[src/design/utf16_to_utf8_converter_defines.svh]
// Assertion shorthands shared by the converter.
`ifndef UTF16_TO_UTF8_CONVERTER_DEFINES_SVH
`define UTF16_TO_UTF8_CONVERTER_DEFINES_SVH

// Same-cycle implication, checked outside reset.
`define UFC_ASSERT_NOW(lbl, clk, rstn, ante, cons, msg) \
    lbl: assert property (@(posedge clk) disable iff (!rstn) (ante) |-> (cons)) \
        else $error(msg);

// Next-cycle implication, checked outside reset.
`define UFC_ASSERT_NEXT(lbl, clk, rstn, ante, cons, msg) \
    lbl: assert property (@(posedge clk) disable iff (!rstn) (ante) |=> (cons)) \
        else $error(msg);

`endif

[src/design/ufc_pkg.sv]
package ufc_pkg;

    localparam logic [15:0] HIGH_SURR_MIN = 16'hd800;
    localparam logic [15:0] HIGH_SURR_MAX = 16'hdbff;
    localparam logic [15:0] LOW_SURR_MIN  = 16'hdc00;
    localparam logic [15:0] LOW_SURR_MAX  = 16'hdfff;
    localparam logic [20:0] SUPP_BASE     = 21'h010000;
    localparam logic [20:0] REPL_CP       = 21'h00fffd;
    localparam logic [15:0] CAPACITY_RST  = 16'd256;

    localparam logic [7:0] LEAD4 = 8'hf0;
    localparam logic [7:0] LEAD3 = 8'he0;
    localparam logic [7:0] LEAD2 = 8'hc0;
    localparam logic [7:0] CONT  = 8'h80;
    localparam logic [7:0] CONT_MASK = 8'h3f;

    typedef logic [3:0][7:0] seq_bytes_t;

    typedef struct packed {
        seq_bytes_t bytes;
        logic [2:0] n;
    } enc_t;

    // One accepted unit's worth of output: up to two code points and a terminator.
    typedef struct packed {
        seq_bytes_t a_bytes;
        logic [2:0] a_n;
        seq_bytes_t b_bytes;
        logic [2:0] b_n;
        logic       term;
        logic [15:0] total_len;
    } job_t;

    function automatic enc_t encode_cp(input logic [20:0] cp);
        enc_t r;
        r.bytes = '0;
        if (cp <= 21'h00007f) begin
            r.bytes[0] = cp[7:0];
            r.n = 3'd1;
        end
        else if (cp <= 21'h0007ff) begin
            r.bytes[0] = LEAD2 | {3'b000, cp[10:6]};
            r.bytes[1] = CONT | ({2'b00, cp[5:0]} & CONT_MASK);
            r.n = 3'd2;
        end
        else if (cp <= 21'h00ffff) begin
            r.bytes[0] = LEAD3 | {4'b0000, cp[15:12]};
            r.bytes[1] = CONT | ({2'b00, cp[11:6]} & CONT_MASK);
            r.bytes[2] = CONT | ({2'b00, cp[5:0]} & CONT_MASK);
            r.n = 3'd3;
        end
        else begin
            r.bytes[0] = LEAD4 | {5'b00000, cp[20:18]};
            r.bytes[1] = CONT | ({2'b00, cp[17:12]} & CONT_MASK);
            r.bytes[2] = CONT | ({2'b00, cp[11:6]} & CONT_MASK);
            r.bytes[3] = CONT | ({2'b00, cp[5:0]} & CONT_MASK);
            r.n = 3'd4;
        end
        return r;
    endfunction

endpackage

[src/design/ufc_in_if.sv]
interface ufc_in_if;
    logic        valid;
    logic        ready;
    logic [15:0] code_unit;
    logic        last_unit;

    modport source (output valid, output code_unit, output last_unit, input ready);
    modport sink   (input valid, input code_unit, input last_unit, output ready);
endinterface

[src/design/ufc_out_if.sv]
interface ufc_out_if;
    logic        valid;
    logic        ready;
    logic [7:0]  out_byte;
    logic        is_terminator;
    logic        last;
    logic [15:0] total_length;

    modport source (output valid, output out_byte, output is_terminator, output last,
                    output total_length, input ready);
    modport sink   (input valid, input out_byte, input is_terminator, input last,
                    input total_length, output ready);
endinterface

[src/design/ufc_front.sv]
module ufc_front (
    input  logic            clk,
    input  logic            rst_n,
    input  logic            cfg_wr_en,
    input  logic [15:0]     cfg_wr_data,
    ufc_in_if.sink          in_ch,
    input  logic            q_full,
    output logic            q_push,
    output ufc_pkg::job_t   q_job
);

    logic [15:0] capacity_reg;
    logic [9:0]  held_high_reg, held_high_next;
    logic        held_valid_reg, held_valid_next;
    logic [15:0] bytes_written_reg, bytes_written_next;
    logic        halted_reg, halted_next;

    logic        accept;
    logic [15:0] u;
    logic        fin;
    logic        is_high, is_low, consumed;
    logic        valid_a, valid_b;
    logic [20:0] cp_a, cp_b;
    ufc_pkg::enc_t enc_a, enc_b;
    logic [16:0] sum_a, base_b, sum_b;
    logic        a_ok, b_ok, halted_a, halted_b;

    assign in_ch.ready = !q_full;
    assign accept      = in_ch.valid && !q_full;
    assign u           = in_ch.code_unit;
    assign fin         = in_ch.last_unit;

    always_comb
    begin
        is_high  = (u >= ufc_pkg::HIGH_SURR_MIN) && (u <= ufc_pkg::HIGH_SURR_MAX);
        is_low   = (u >= ufc_pkg::LOW_SURR_MIN) && (u <= ufc_pkg::LOW_SURR_MAX);
        consumed = held_valid_reg && is_low;

        // Held high surrogate resolves first: either a pair or a replacement.
        valid_a = held_valid_reg;
        cp_a    = is_low ? (ufc_pkg::SUPP_BASE + {1'b0, held_high_reg, u[9:0]})
                         : ufc_pkg::REPL_CP;

        valid_b = !consumed && !(is_high && !fin);
        if (is_high || is_low)
            cp_b = ufc_pkg::REPL_CP;
        else
            cp_b = {5'd0, u};

        enc_a = ufc_pkg::encode_cp(cp_a);
        enc_b = ufc_pkg::encode_cp(cp_b);

        sum_a    = {1'b0, bytes_written_reg} + {14'd0, enc_a.n};
        a_ok     = valid_a && !halted_reg && (sum_a < {1'b0, capacity_reg});
        halted_a = halted_reg || (valid_a && !a_ok);
        base_b   = a_ok ? sum_a : {1'b0, bytes_written_reg};
        sum_b    = base_b + {14'd0, enc_b.n};
        b_ok     = valid_b && !halted_a && (sum_b < {1'b0, capacity_reg});
        halted_b = halted_a || (valid_b && !b_ok);

        q_job.a_bytes   = enc_a.bytes;
        q_job.a_n       = a_ok ? enc_a.n : 3'd0;
        q_job.b_bytes   = enc_b.bytes;
        q_job.b_n       = b_ok ? enc_b.n : 3'd0;
        q_job.term      = fin;
        q_job.total_len = b_ok ? sum_b[15:0] : base_b[15:0];

        // A unit that is only held produces nothing downstream.
        q_push = accept && (a_ok || b_ok || fin);

        held_high_next     = held_high_reg;
        held_valid_next    = held_valid_reg;
        bytes_written_next = bytes_written_reg;
        halted_next        = halted_reg;
        if (accept)
        begin
            if (fin)
            begin
                held_high_next     = '0;
                held_valid_next    = 1'b0;
                bytes_written_next = '0;
                halted_next        = 1'b0;
            end
            else
            begin
                held_valid_next    = !consumed && is_high;
                if (!consumed && is_high)
                    held_high_next = u[9:0];
                bytes_written_next = q_job.total_len;
                halted_next        = halted_b;
            end
        end
    end

    always_ff @(posedge clk or negedge rst_n)
    begin
        if (!rst_n)
        begin
            capacity_reg      <= ufc_pkg::CAPACITY_RST;
            held_high_reg     <= '0;
            held_valid_reg    <= 1'b0;
            bytes_written_reg <= '0;
            halted_reg        <= 1'b0;
        end
        else
        begin
            if (cfg_wr_en)
                capacity_reg <= cfg_wr_data;
            held_high_reg     <= held_high_next;
            held_valid_reg    <= held_valid_next;
            bytes_written_reg <= bytes_written_next;
            halted_reg        <= halted_next;
        end
    end

endmodule

[src/design/ufc_queue.sv]
module ufc_queue #(
    parameter int DEPTH = 2
) (
    input  logic            clk,
    input  logic            rst_n,
    input  logic            push,
    input  ufc_pkg::job_t   push_job,
    input  logic            pop,
    output ufc_pkg::job_t   head_job,
    output logic            empty,
    output logic            full
);

    localparam int PTR_W = (DEPTH > 1) ? $clog2(DEPTH) : 1;
    localparam int CNT_W = $clog2(DEPTH + 1);
    localparam logic [PTR_W-1:0] LAST_PTR = PTR_W'(DEPTH - 1);

    ufc_pkg::job_t    slots_reg [DEPTH];
    logic [PTR_W-1:0] wr_ptr_reg, wr_ptr_next;
    logic [PTR_W-1:0] rd_ptr_reg, rd_ptr_next;
    logic [CNT_W-1:0] count_reg, count_next;
    logic             do_push, do_pop;

    assign empty    = (count_reg == '0);
    assign full     = (count_reg == CNT_W'(DEPTH));
    assign head_job = slots_reg[rd_ptr_reg];
    assign do_push  = push && !full;
    assign do_pop   = pop && !empty;

    always_comb
    begin
        wr_ptr_next = wr_ptr_reg;
        rd_ptr_next = rd_ptr_reg;
        count_next  = count_reg;
        if (do_push)
            wr_ptr_next = (wr_ptr_reg == LAST_PTR) ? '0 : wr_ptr_reg + 1'b1;
        if (do_pop)
            rd_ptr_next = (rd_ptr_reg == LAST_PTR) ? '0 : rd_ptr_reg + 1'b1;
        if (do_push && !do_pop)
            count_next = count_reg + 1'b1;
        else if (do_pop && !do_push)
            count_next = count_reg - 1'b1;
    end

    always_ff @(posedge clk or negedge rst_n)
    begin
        if (!rst_n)
        begin
            wr_ptr_reg <= '0;
            rd_ptr_reg <= '0;
            count_reg  <= '0;
        end
        else
        begin
            wr_ptr_reg <= wr_ptr_next;
            rd_ptr_reg <= rd_ptr_next;
            count_reg  <= count_next;
        end
    end

    always_ff @(posedge clk)
    begin
        if (do_push)
            slots_reg[wr_ptr_reg] <= push_job;
    end

endmodule

[src/design/ufc_back.sv]
module ufc_back (
    input  logic            clk,
    input  logic            rst_n,
    input  ufc_pkg::job_t   head_job,
    input  logic            q_empty,
    output logic            q_pop,
    ufc_out_if.source       out_ch
);

    logic [3:0]  idx_reg, idx_next;
    logic        out_valid_reg;
    logic [7:0]  out_byte_reg;
    logic        out_term_reg;
    logic        out_last_reg;
    logic [15:0] out_len_reg;

    logic [3:0]  n_a, n_ab, n_tot, off_b;
    logic        advance;
    logic        item_last;
    logic        item_term;
    logic [7:0]  item_byte;
    logic [15:0] item_len;

    assign out_ch.valid         = out_valid_reg;
    assign out_ch.out_byte      = out_byte_reg;
    assign out_ch.is_terminator = out_term_reg;
    assign out_ch.last          = out_last_reg;
    assign out_ch.total_length  = out_len_reg;

    // Load the output register from the queue head whenever it is empty or being drained.
    assign advance = !q_empty && (!out_valid_reg || out_ch.ready);
    assign q_pop   = advance && item_last;

    always_comb
    begin
        n_a   = {1'b0, head_job.a_n};
        n_ab  = n_a + {1'b0, head_job.b_n};
        n_tot = n_ab + {3'd0, head_job.term};
        off_b = idx_reg - n_a;
        item_last = (idx_reg == n_tot - 4'd1);
        item_term = 1'b0;
        item_len  = '0;
        if (idx_reg < n_a)
            item_byte = head_job.a_bytes[idx_reg[1:0]];
        else if (idx_reg < n_ab)
            item_byte = head_job.b_bytes[off_b[1:0]];
        else
        begin
            item_byte = '0;
            item_term = 1'b1;
            item_len  = head_job.total_len;
        end
        idx_next = idx_reg;
        if (advance)
            idx_next = item_last ? 4'd0 : idx_reg + 4'd1;
    end

    always_ff @(posedge clk or negedge rst_n)
    begin
        if (!rst_n)
        begin
            idx_reg       <= '0;
            out_valid_reg <= 1'b0;
        end
        else
        begin
            idx_reg <= idx_next;
            if (advance)
                out_valid_reg <= 1'b1;
            else if (out_ch.ready)
                out_valid_reg <= 1'b0;
        end
    end

    always_ff @(posedge clk)
    begin
        if (advance)
        begin
            out_byte_reg <= item_byte;
            out_term_reg <= item_term;
            out_last_reg <= item_last;
            out_len_reg  <= item_len;
        end
    end

endmodule

[src/design/utf16_to_utf8_converter.sv]
// UTF-16 to UTF-8 converter.
// in_ch takes one UTF-16 code unit per transaction, with last_unit set on the
// final unit of a string. out_ch gives one UTF-8 byte per transaction; the
// last unit of a string also closes it with a terminator transaction that
// carries total_length. last marks the final output caused by one input unit.
// cfg_wr_en/cfg_wr_data write the destination capacity; write only while idle.
// With the queue and the output register empty, an accepted unit is written
// into the job queue, from which its first byte is loaded into the output register.
// The input side takes a unit every cycle while the job queue has room; the
// output side emits one byte per cycle while the receiver is ready, so a unit
// occupies the output for as many transactions as it yields (1 to 3 bytes for
// BMP text, up to 7 at a string end). A held high surrogate alone yields nothing.
// Reset clears the queue, the surrogate hold and the byte count, and sets the
// capacity to 256. When the receiver stalls, the output register holds its
// transaction, the queue fills, and then in_ch ready drops.
`include "utf16_to_utf8_converter_defines.svh"

module utf16_to_utf8_converter #(
    parameter int QUEUE_DEPTH = 2
) (
    input  logic        clk,
    input  logic        rst_n,
    input  logic        cfg_wr_en,
    input  logic [15:0] cfg_wr_data,
    ufc_in_if.sink      in_ch,
    ufc_out_if.source   out_ch
);

    ufc_pkg::job_t push_job, head_job;
    logic          q_push, q_pop, q_empty, q_full;

    ufc_front u_front (
        .clk         (clk),
        .rst_n       (rst_n),
        .cfg_wr_en   (cfg_wr_en),
        .cfg_wr_data (cfg_wr_data),
        .in_ch       (in_ch),
        .q_full      (q_full),
        .q_push      (q_push),
        .q_job       (push_job)
    );

    ufc_queue #(
        .DEPTH (QUEUE_DEPTH)
    ) u_queue (
        .clk      (clk),
        .rst_n    (rst_n),
        .push     (q_push),
        .push_job (push_job),
        .pop      (q_pop),
        .head_job (head_job),
        .empty    (q_empty),
        .full     (q_full)
    );

    ufc_back u_back (
        .clk      (clk),
        .rst_n    (rst_n),
        .head_job (head_job),
        .q_empty  (q_empty),
        .q_pop    (q_pop),
        .out_ch   (out_ch)
    );

    `UFC_ASSERT_NOW(a_no_push_when_full, clk, rst_n, q_push, !q_full, "push into full queue")
    `UFC_ASSERT_NOW(a_term_is_last, clk, rst_n, out_ch.valid && out_ch.is_terminator, out_ch.last, "terminator not last")
    `UFC_ASSERT_NOW(a_byte_len_zero, clk, rst_n, out_ch.valid && !out_ch.is_terminator, out_ch.total_length == 16'd0, "length on byte item")
    `UFC_ASSERT_NEXT(a_pop_loads_out, clk, rst_n, q_pop, out_ch.valid && out_ch.last, "popped job did not end on last")

endmodule
[src/flat_wrapper.sv]
// flat-port wrapper written by rule: the top's interface ports become plain ports
module utf16_to_utf8_converter_flat 
#(
    parameter int QUEUE_DEPTH = 2
)
  (clk, rst_n, cfg_wr_en, cfg_wr_data, in_ch_valid, in_ch_code_unit, in_ch_last_unit, in_ch_ready, out_ch_valid, out_ch_out_byte, out_ch_is_terminator, out_ch_last, out_ch_total_length, out_ch_ready);
  ufc_in_if in_ch_i ();
  ufc_out_if out_ch_i ();
  input  logic clk;
  input  logic rst_n;
  input  logic cfg_wr_en;
  input  logic [15:0] cfg_wr_data;
  input wire logic [$bits(in_ch_i.valid)-1:0] in_ch_valid;
  input wire logic [$bits(in_ch_i.code_unit)-1:0] in_ch_code_unit;
  input wire logic [$bits(in_ch_i.last_unit)-1:0] in_ch_last_unit;
  output wire logic [$bits(in_ch_i.ready)-1:0] in_ch_ready;
  output wire logic [$bits(out_ch_i.valid)-1:0] out_ch_valid;
  output wire logic [$bits(out_ch_i.out_byte)-1:0] out_ch_out_byte;
  output wire logic [$bits(out_ch_i.is_terminator)-1:0] out_ch_is_terminator;
  output wire logic [$bits(out_ch_i.last)-1:0] out_ch_last;
  output wire logic [$bits(out_ch_i.total_length)-1:0] out_ch_total_length;
  input wire logic [$bits(out_ch_i.ready)-1:0] out_ch_ready;
  assign in_ch_i.valid = in_ch_valid;
  assign in_ch_i.code_unit = in_ch_code_unit;
  assign in_ch_i.last_unit = in_ch_last_unit;
  assign in_ch_ready = in_ch_i.ready;
  assign out_ch_valid = out_ch_i.valid;
  assign out_ch_out_byte = out_ch_i.out_byte;
  assign out_ch_is_terminator = out_ch_i.is_terminator;
  assign out_ch_last = out_ch_i.last;
  assign out_ch_total_length = out_ch_i.total_length;
  assign out_ch_i.ready = out_ch_ready;
  utf16_to_utf8_converter #(.QUEUE_DEPTH(QUEUE_DEPTH)) u_core (.clk(clk), .rst_n(rst_n), .cfg_wr_en(cfg_wr_en), .cfg_wr_data(cfg_wr_data), .in_ch(in_ch_i), .out_ch(out_ch_i));
endmodule
[config.mk]
export PLATFORM = sky130hd
export DESIGN_NAME = utf16_to_utf8_converter_flat
export DESIGN_NICKNAME = d
export VERILOG_FILES = /design/src/design/ufc_pkg.sv /design/src/design/ufc_in_if.sv /design/src/design/ufc_out_if.sv /design/src/design/ufc_front.sv /design/src/design/ufc_queue.sv /design/src/design/ufc_back.sv /design/src/design/utf16_to_utf8_converter.sv /design/src/flat_wrapper.sv
export VERILOG_INCLUDE_DIRS = /design/src /design/src/design
export SDC_FILE = /design/constraint.sdc
export NUM_CORES = 1
export LEC_CHECK = 0
export BUFFER_PORTS_ARGS = -buffer_cell sky130_fd_sc_hd__buf_2
export CORE_UTILIZATION = 43
export CTS_BUF_LIST = sky130_fd_sc_hd__clkbuf_2 sky130_fd_sc_hd__clkbuf_4 sky130_fd_sc_hd__clkbuf_8
export DETAILED_ROUTE_END_ITERATION = 6
export GPL_ROUTABILITY_DRIVEN = 0
export PLACE_DENSITY = 0.61
export SLEW_MARGIN = 20
export SYNTH_ARGS = -nofsm -noshare
export SYNTH_HDL_FRONTEND = slang
export SYNTH_HIERARCHICAL = 1
export SYNTH_SLANG_ARGS = --single-unit
[constraint.sdc]
create_clock -name clk -period 16.25 [get_ports clk]
set_clock_uncertainty 0.2 [all_clocks]
set_input_delay 3.25 -clock clk [delete_from_list [all_inputs] [get_ports clk]]
set_output_delay 3.25 -clock clk [all_outputs]
set_load 0.02 [all_outputs]
# ---- After elaboration in Yosys (flattened, before gate mapping)
# Memory sizes are Yosys's and may differ from the RTL's.
# Cells that the tools add are included.
dict set report word_totals {
  reg_bits 79
  latchBits 0
  ram_bits 174
  rom_bits 0
  in_bits 38
  output_inout_bits 28
  wordCells 128
  n_memories 1
}
dict set report op_classes {
  n_addsub 12
  mul 0
  div_mod_pow 0
  magnitude_cmp 16
  eq_ne 2
  shift 0
  n_mux 39
  bitwise_logic 0
  reduce_logical 44
}
# memory words word_bits read_ports rd_clocked_by_memory_dff write_ports line_no
set memory_table {}
lappend memory_table {u_core.u_queue.slots_reg 2 87 1 0 1 ufc_queue.sv:18} ;# ufc_pkg::job_t slots_reg [DEPTH];
# operator n
set ops {}
lappend ops {{two-way mux 16 bit} 5}
lappend ops {{two-way mux 25 bit} 2}
lappend ops {{less-or-equal comparator 16 bit (second input constant)} 3}
lappend ops {{two-way mux 24 bit} 2}
lappend ops {{two-way mux 8 bit} 6}
lappend ops {{two-way mux 19 bit} 2}
lappend ops {{less-than comparator 17 x 16 -> 1 bit} 2}
lappend ops {{binary-select mux 8 bit (select 2 bit)} 2}
lappend ops {{greater-or-equal comparator 16 bit (second input constant)} 2}
lappend ops {{two-way mux 11 bit} 2}
lappend ops {{adder 17 x 20 -> 21 bit (first input constant)} 1}
lappend ops {{less-or-equal comparator 21 x 11 -> 1 bit (second input constant)} 1}
lappend ops {{less-or-equal comparator 21 x 16 -> 1 bit (second input constant)} 1}
lappend ops {{less-or-equal comparator 21 x 7 -> 1 bit (second input constant)} 1}
lappend ops {{two-way mux 21 bit} 1}
lappend ops {{logical AND 1 bit} 20}
lappend ops {{two-way mux 10 bit} 2}
lappend ops {{adder 16 x 3 -> 17 bit} 1}
lappend ops {{adder 17 x 3 -> 17 bit} 1}
lappend ops {{two-way mux 17 bit} 1}
lappend ops {{less-or-equal comparator 16 x 11 -> 1 bit (second input constant)} 1}
lappend ops {{less-or-equal comparator 16 x 7 -> 1 bit (second input constant)} 1}
lappend ops {{zero test 1 bit} 12}
lappend ops {{two-way mux 1 bit} 9}
lappend ops {{other kinds (21)} 32}

# ---- Depth between registers and ports, before layout
# Gate-level depths: netlist of run 1.
dict set report logic_depth {
  ltp_word 24
  depth_mapped 50
  depth_no_buf 45
}

# ---- Cells and area by module
# The synthesis of run 1 kept the hierarchy.
# module instances cells_each area_each_um2 seq_area_each_um2
set modules_own_cells {}
lappend modules_own_cells {ufc_queue 1 290 6551.3 5325.1}
lappend modules_own_cells {ufc_front 1 635 4874.7 1102.3}
lappend modules_own_cells {ufc_back 1 146 2055.7 905.9}

# ---- Worst setup path after synthesis of run 1
# Ideal clock, no wire load.
dict set report synth_timing {
  path_type {input-to-reg}
  startpoint {in in_ch_code_unit[14]}
  endpoint {mem u_core/u_queue/slots_reg[0][0] (netlist name) (enable)}
  setup_time_ns 0.533
  t_arrival_ns 14.963
  t_required_ns 15.517
  setup_slack_ns 0.554
  path_stages 41
  n_path_buf 5
  cell_sequence {nand2_1 nor3_1 and2_1 nand2_1 nor3_1 inv_1 nand2_1 ha_1 fa_1 a21oi_1 or3_1 buf_2 or2_0 buf_2 nor2_1 xor2_1 ha_1 a211o_1 (+5 left out) mux2i_1 fa_1 o21ba_2 and2_1 clkbuf_1 nand2_1 xor2_1 ha_1 o21a_1 o2111ai_1 o221ai_1 o221a_2 or4_1 a21o_1 buf_6 a21oi_1 nand2_1 nor2_1}
}
dict set report synth_between {
  elab_chain_len 22
  elab_cells_between_ends 44
  cone_classes {add/sub (2); order compare (12); mux (11); reduce/logical (19)}
}
# element line_no
set synth_rtl {}
lappend synth_rtl {{start: declaration} flat_wrapper.sv:14} ;# input wire logic [$bits(in_ch_i.code_unit)-1:0] in_ch_code_unit;
lappend synth_rtl {{parallel branches: the longest is 16 deep, another holds less-or-equal comparator 21 x 16 -> 1 bit} --}
lappend synth_rtl {{logical OR 1 bit (*) (2 in series)} ufc_front.sv:69} ;# q_push = accept && (a_ok || b_ok || fin);
lappend synth_rtl {{logical AND 1 bit (*)} ufc_front.sv:69}
lappend synth_rtl {{named net u_core.q_push} utf16_to_utf8_converter.sv:30} ;# logic q_push, q_pop, q_empty, q_full;
lappend synth_rtl {{logical AND 1 bit (*)} ufc_queue.sv:27} ;# assign do_push = push && !full;
lappend synth_rtl {{two-way mux 1 bit (*)} ufc_queue.sv:63} ;# if (do_push)
lappend synth_rtl {{two-way mux 1 bit (not written as such) (*)} ufc_queue.sv:64} ;# slots_reg[wr_ptr_reg] <= push_job;
lappend synth_rtl {{end: declaration} ufc_queue.sv:18}
# Mark *: on every way through the listed nets, which the timed path passes.

# ---- Worst setup path after layout of run 1
dict set report layout_timing {
  startpoint {in in_ch_code_unit[14]}
  endpoint {mem u_core/u_queue/slots_reg[1][23] (netlist name) (enable)}
}
# The elaborated chain is that of the path after synthesis.

==> impl_results.md, run 1 <==
* Final count of pins violating max slew at 0
* Avg Inst Size Synth at about 13 um^2
* RSZ-0062 raised after global routing: no
* Routed vias/inst at ~5.6
* Syn Std Cell Area at 13,500 um^2
* Placed cell area at 14,000 um^2
* Final Cycle Share at 0.898
* Cell at the slowest stage of the critical path: and3_4
* Detail Route Antenna Nets at 0
* Synth top area cells: edfxtp_1 (45%), dfrtp_1 (9.7%), mux2_2 (5.7%), ha_1 (4.4%), mux4_2 (2.7%)
* IR drop worst, VDD at about 0.084 mV
* CP max FO at 67
* Initial Utilization at 0.438
* Top-count cell post-synth: edfxtp_1
* FMAX at 68.5 MHz
* Number of library cell types mapped by synthesis at 82
* Setup TNS Final at 0 ns
* Diode count at 0
* Synth warnings at 6
* Critical Path Sink Type: register
* Minimum clock period at 14.60 ns
* Clk root buf: clkbuf_8
* Nets@finish at ~1,200
* Top_reg_cell synth: edfxtp_1
* Vias in the first global route at 8,810
* Via count at 8,790
* Cell Count, Final, Fillers Out at 1,561
* Synth top area share at 0.445
* Clock-pin slew on the worst setup and hold paths at 0.06 ns
* Drt wl/cell at about 21 um
* Setup Buffers After CTS at 0
* Worst Path Required at approximately 16 ns
* Largest net degree at the start of global routing at 73
* Htree depth at 2
* HP Class: register to register
* Number of synthesized flops with an enable pin at 200
* CTS Sinks at 253
* Clk buf depth at 3
* Total GRT Usage at 0.206
* Max_slew headroom at 0.255
* Leading area contributor after synthesis: edfxtp_1
* WP data arrival at 14.63 ns
* Pleak at between 0.005 and 0.006 uW
* Power Total at 2430 uW
* CTS tree: done
* Fin. Hold Viols at 0
* Residual DRC at 4
* # rows at 64
* DRT iter0 DRCs at 634
* Failing checks: DRC
* Skew-Pair Late Insertion Delay at 0.56 ns
* Detailed Route WL at 32,000 um
* # resized after CTS at 0
* Placed instance count at 1,483
* CP Launch Type: input port
* PwrDens at 163 nW/um^2
* CP max stage delay at 0.89 ns
* Max Cap Viol at 0
* Total congestion overflow at 0
* PortBufs at 65
* Setup violators final at 0
* Sequential area share after synthesis at 0.544
* Core area at 30,700 um^2
* Global-route wire length before repair at 49,700 um
* Layout cells sized above 1 at 0.243
* Fin area at between 10,000 and 15,000 um^2
* Commonest cells in the netlist: edfxtp_1 (200), mux2_2 (68), nor2_1 (67), nand2_1 (66), dfrtp_1 (52)
* Antenna violations before repair at 0
* Die Y at roughly 180 um
* Ys async rst share at 0.209
* Worst-Margin Slew at 1.12 ns
* Cells after Synth at 1,071
* Placed wire-length estimate at 22,200 um
* Area delta synth->final at 10.8%
* CTS buffer count at 43
* # IOs at 66
* Crit Path Class: input port to register
* Hold-fix buffer count after cts at 0
* Die area at 32,100 um^2
* Width of the die at between 150 and 200 um
* Yosys reg bits at about 250
* Number of flip-flops in the largest register at about 170
* Status: finished, violations left
* Initial DRT Pass Iterations at 7
-- area by class of cell --
class | instances | area (um^2)
clock inverters | 16 | 114
multi-input cells | 713 | 5630
repair buffers | 75 | 413
flip-flops and latches | 253 | 7340
well taps | 396 | 495
fillers | 2774 | 15800
inverters | 46 | 173
clock buffers | 62 | 772
-- routing by layer --
metal	global-route usage	part of all wire
met1	0.274	0.44
met2	0.339	0.49
met3	0.0320	0.045
met4	0.0734	0.030
met5	0	0
-- stage by stage --
stage	util	setup slack, ns	hold slack (ns)
after floorplan	-	0.554	0.261
after global placement	0.457	1.70	0.307
after detailed placement	0.457	1.23	0.321
after CTS	0.486	1.82	0.330
after global routing	0.486	0.767	0.362
final	0.486	1.65	0.324
-- worst max-delay path, delay by kind of cell --
family          cells  cell delay (ns)
simple gates       15             5.19
xor+xnor            2             0.38
fa+ha+maj           5             1.24
compound gates     12             2.89
mux                 1             0.43
buf+inv             6             1.22
-- where the power goes --
| group | switching (uW) | internal [uW] |
|---|---|---|
| clock network | 264 | 324 |
| registers | 71.1 | 892 |
| logic | 495 | 386 |
| total | 830 | 1600 |
-- path summary, 6_finish.rpt --
check | from | end | slack (ns) | cells past startpoint
worst max-delay path | in_ch_code_unit[14] | u_core/u_queue/slots_reg[1][23]$_DFFE_PP_ | 1.65 | 41
worst min-delay path | u_core/u_queue/count_reg[1]$_DFFE_PN0P_ | u_core/u_queue/count_reg[1]$_DFFE_PN0P_ | 0.32 | 1
worst max register to register | u_core/u_front/held_high_reg[6]$_DFFE_PN0P_ | u_core/u_queue/slots_reg[1][23]$_DFFE_PP_ | 3.49 | 41
worst min register to register | u_core/u_queue/count_reg[1]$_DFFE_PN0P_ | u_core/u_queue/count_reg[1]$_DFFE_PN0P_ | 0.32 | 1
max in group asynchronous | rst_n | u_core/u_queue/rd_ptr_reg$_DFFE_PN0P_ | 12.67 | 2
min in group asynchronous | rst_n | u_core/u_front/capacity_reg[10]$_DFFE_PN0P_ | 2.63 | 2
-- layout by cell type (no fill, tap or decap), types with 11 or more instances in the layout --
master      n
a211oi_1   11
and2_1     25
nor2_1     66
clkbuf_4   13
buf_2      65
or3_1      12
edfxtp_1  200
ha_1       47
o21ai_0    44
clkbuf_8   49
a22o_1     28
mux2i_1    15
and3_1     11
mux2_4     21
xnor2_1    35
mux2_2     68
mux4_2     16
dfrtp_1    51
nor3_1     17
xor2_1     16
nand3_1    21
conb_1     14
inv_1      46
a21oi_1    44
nand2_1    66
-- cells by family (layout without fill, tap and decap cells) --
logic type / after synthesis / count (layout) / synth area share
adder cells (fa/ha/maj): 51 / 51 / 0.0496
multiplexers: 120 / 120 / 0.118
AND/OR/NAND/NOR: 264 / 264 / 0.0984
flip-flops: 253 / 253 / 0.544
other: 1 / 14 / 0.000278
XOR/XNOR: 52 / 52 / 0.0343
AO/OA/AOI/OAI: 212 / 212 / 0.112
buffers and inverters: 118 / 199 / 0.0439
No activity file was read; power rests on OpenSTA's default activity.
==> run 2, diff against run 1 <==
--- a/config.mk
+++ b/config.mk
@@ -12,6 +12,7 @@
 export DETAILED_ROUTE_END_ITERATION = 6
 export GPL_ROUTABILITY_DRIVEN = 0
 export PLACE_DENSITY = 0.61
+export REMOVE_ABC_BUFFERS = 1
 export SLEW_MARGIN = 20
 export SYNTH_ARGS = -nofsm -noshare
 export SYNTH_HDL_FRONTEND = slang
==> run 2 against run 1 <==
  * The flow still finishes with violations (DRC)
  * First-iteration DRC count is 34% higher
  * Combinational power down 1%
  * Final area up 0.25%
  * Setup slack better by 0.21 ns
  * Sequential share of layout area decreased by 0.12 points
  * Non-clock buffer count increased by 2
  * Sequential cell count stayed put
  * Die area did not move
  * Global-route usage down 0.27 points
  * Cell count increased by 0.19%
==> impl_results.md, run 2 (synthesis gave the netlist of run 1 again) <==
* PwrDens at 164 nW/um^2 (+0.61%)
* Metal2 WL at 13,800 um (-12%)
* Worst r2r path cells at 42 (+2.4%)
* Total congestion overflow at 0 (unchanged)
* CTS buffer count at 42 (-2.3%)
* Global-route wire length before repair at 49,200 um (-1.1%)
* Clk root buf: clkbuf_8
* R2r startpoint: u_core/u_front/held_high_reg[6]$_DFFE_PN0P_
* # rows at 64 (unchanged)
* Pleak at 0.00568 uW (+0.38%)
* Clk buf depth at 3 (unchanged)
* Worst-Margin Slew at 1.04 ns (-0.0732 ns)
* Setup violators final at 0 (unchanged)
* Crit path top cell by count: nand2_1
* Placed wire-length estimate at 21,900 um (-1.3%)
* Fillcell total at 2,762 (-0.43%)
* Detail Route Antenna Nets at 0 (unchanged)
* Most frequent cells in the layout: edfxtp_1 (200), mux2_2 (68), nand2_1 (66)
* Total GRT Usage at 0.203 (-0.00268)
* Status: finished, violations left
* CTS tree: done
* Placed cell area at 14,000 um^2 (about the same)
* Die Y at 179 um (unchanged)
* Multi-input gate area at 5630 um^2 (about the same)
* Layout cells sized above 1 at 0.246 (+0.00301)
* Via count at 8,833 (+0.49%)
* Initial DRT Pass Iterations at 7 (unchanged)
* Cell at the slowest stage of the critical path: and3_4
* Die area at 32,100 um^2 (unchanged)
* Final Cycle Share at 0.885 (-0.0132)
* CP Launch Type: input port
* Fin. Hold Viols at 0 (unchanged)
* Power Total at 2450 uW (+0.87%)
* # resized after CTS at 0 (unchanged)
* Area delta synth->final at 11.1%
* WHS Path Cells at 1 (unchanged)
* WP data arrival at 14.42 ns (-0.21 ns)
* # IOs at 66 (unchanged)
* Minimum clock period at 14.38 ns (-0.214 ns)
* Htree depth at 2 (unchanged)
* Fin area at 15,000 um^2 (+0.25%)
* CTS Sinks at 253 (unchanged)
* Failing checks: DRC
* Met1 WL at 14,800 um (+5.2%)
* Crit path from: in_ch_code_unit[14]
* Largest net degree at the start of global routing at 74 (+1.4%)
* Width of the die at 179 um (unchanged)
* CP max stage delay at 0.93 ns (+0.04 ns)
* Routed vias/inst at 5.65 (+0.30%)
* PortBufs at 65 (unchanged)
* Residual DRC at 8 (+4)
* Max_slew headroom at 0.303 (+0.0488)
* FMAX at 69.5 MHz (+1.5%)
* RSZ-0062 raised after global routing: no
* Hold slack at 0.325 ns (+0.000863 ns)
* Setup TNS Final at 0 ns (unchanged)
* Hold-fix buffer count after cts at 0 (unchanged)
* Top Metal Used: met4
* Critical Path Sink Type: register
* Detailed Route WL at 31,600 um (-1.5%)
* Antenna violations before repair at 0 (unchanged)
* Sequential Area at 7340 um^2 (unchanged)
* Worst hold start: u_core/u_queue/count_reg[1]$_DFFE_PN0P_
* HP Class: register to register
* Max Cap Viol at 0 (unchanged)
* Skew-Pair Late Insertion Delay at 0.58 ns (+0.02 ns)
* Drt wl/cell at 20.2 um (-1.7%)
* Clock-pin slew on the worst setup and hold paths at 0.06 ns (about the same)
* Worst Path Required at 16.29 ns (about the same)
* IR drop worst, VDD at 0.0668 mV (-21%)
* CP max FO at 73 (+9.0%)
* Final count of pins violating max slew at 0 (unchanged)
* Commonest non-fill, non-tap cell in the layout: edfxtp_1
* Met3 routed WL at 2180 um (+51%)
* DRT iter0 DRCs at 852 (+34%)
* Core area at 30,700 um^2 (unchanged)
* Setup Buffers After CTS at 0 (unchanged)
* Crit Path Class: input port to register
* Vias in the first global route at 8,584 (-2.6%)
* Nets@finish at 1,222 (+0.082%)
* Initial Utilization at 0.438 (unchanged)
* Number of flip-flops in the largest register at 174 (unchanged)
==> run 2: critical path: cells and delay by family <==
family / cells / cell delay, ns
xor+xnor: 2 / 0.38
compound gates: 11 / 2.90
fa+ha+maj: 6 / 1.60
buf+inv: 5 / 0.94
simple gates: 17 / 5.21
==> run 2: area by class of cell <==
class | count | share of cell area
flip-flops and latches | 253 | 0.490
clock buffers | 65 | 0.0522
diodes | 1 | 0.000167
inverters | 46 | 0.0115
clock inverters | 13 | 0.00927
well taps | 396 | 0.0331
repair buffers | 77 | 0.0277
multi-input cells | 713 | 0.376
==> run 2: final timing paths <==
path                                                                  end  slack, ns
worst max-delay path            u_core/u_queue/slots_reg[1][72]$_DFFE_PP_       1.87
worst min-delay path              u_core/u_queue/count_reg[1]$_DFFE_PN0P_       0.33
worst max register to register  u_core/u_queue/slots_reg[1][72]$_DFFE_PP_       3.34
worst min register to register    u_core/u_queue/count_reg[1]$_DFFE_PN0P_       0.33
max in group asynchronous           u_core/u_queue/rd_ptr_reg$_DFFE_PN0P_      12.67
min in group asynchronous            u_core/u_back/idx_reg[0]$_DFFE_PN0P_       2.64
==> run 2: metal layers <==
layer  GRT usage  up-vias
li1            -     4114
met1       0.301     4330
met2       0.299      322
met3      0.0341       67
met4      0.0696        0
met5           0        -
==> run 2: per-stage QoR <==
stage	cells	setup WS [ns]	util
after floorplan	1012	-0.832	-
after global placement	1485	1.87	0.457
after detailed placement	1485	1.43	0.457
after CTS	1563	2.01	0.487
after global routing	1563	0.862	0.487
final	1564	1.87	0.487
==> run 2: report_power, final <==
part           leakage, uW  total (uW)  switching, uW  internal (uW)
logic              0.00271         871            489            382
clock network     0.000486         600            257            343
registers          0.00248         981           88.5            893
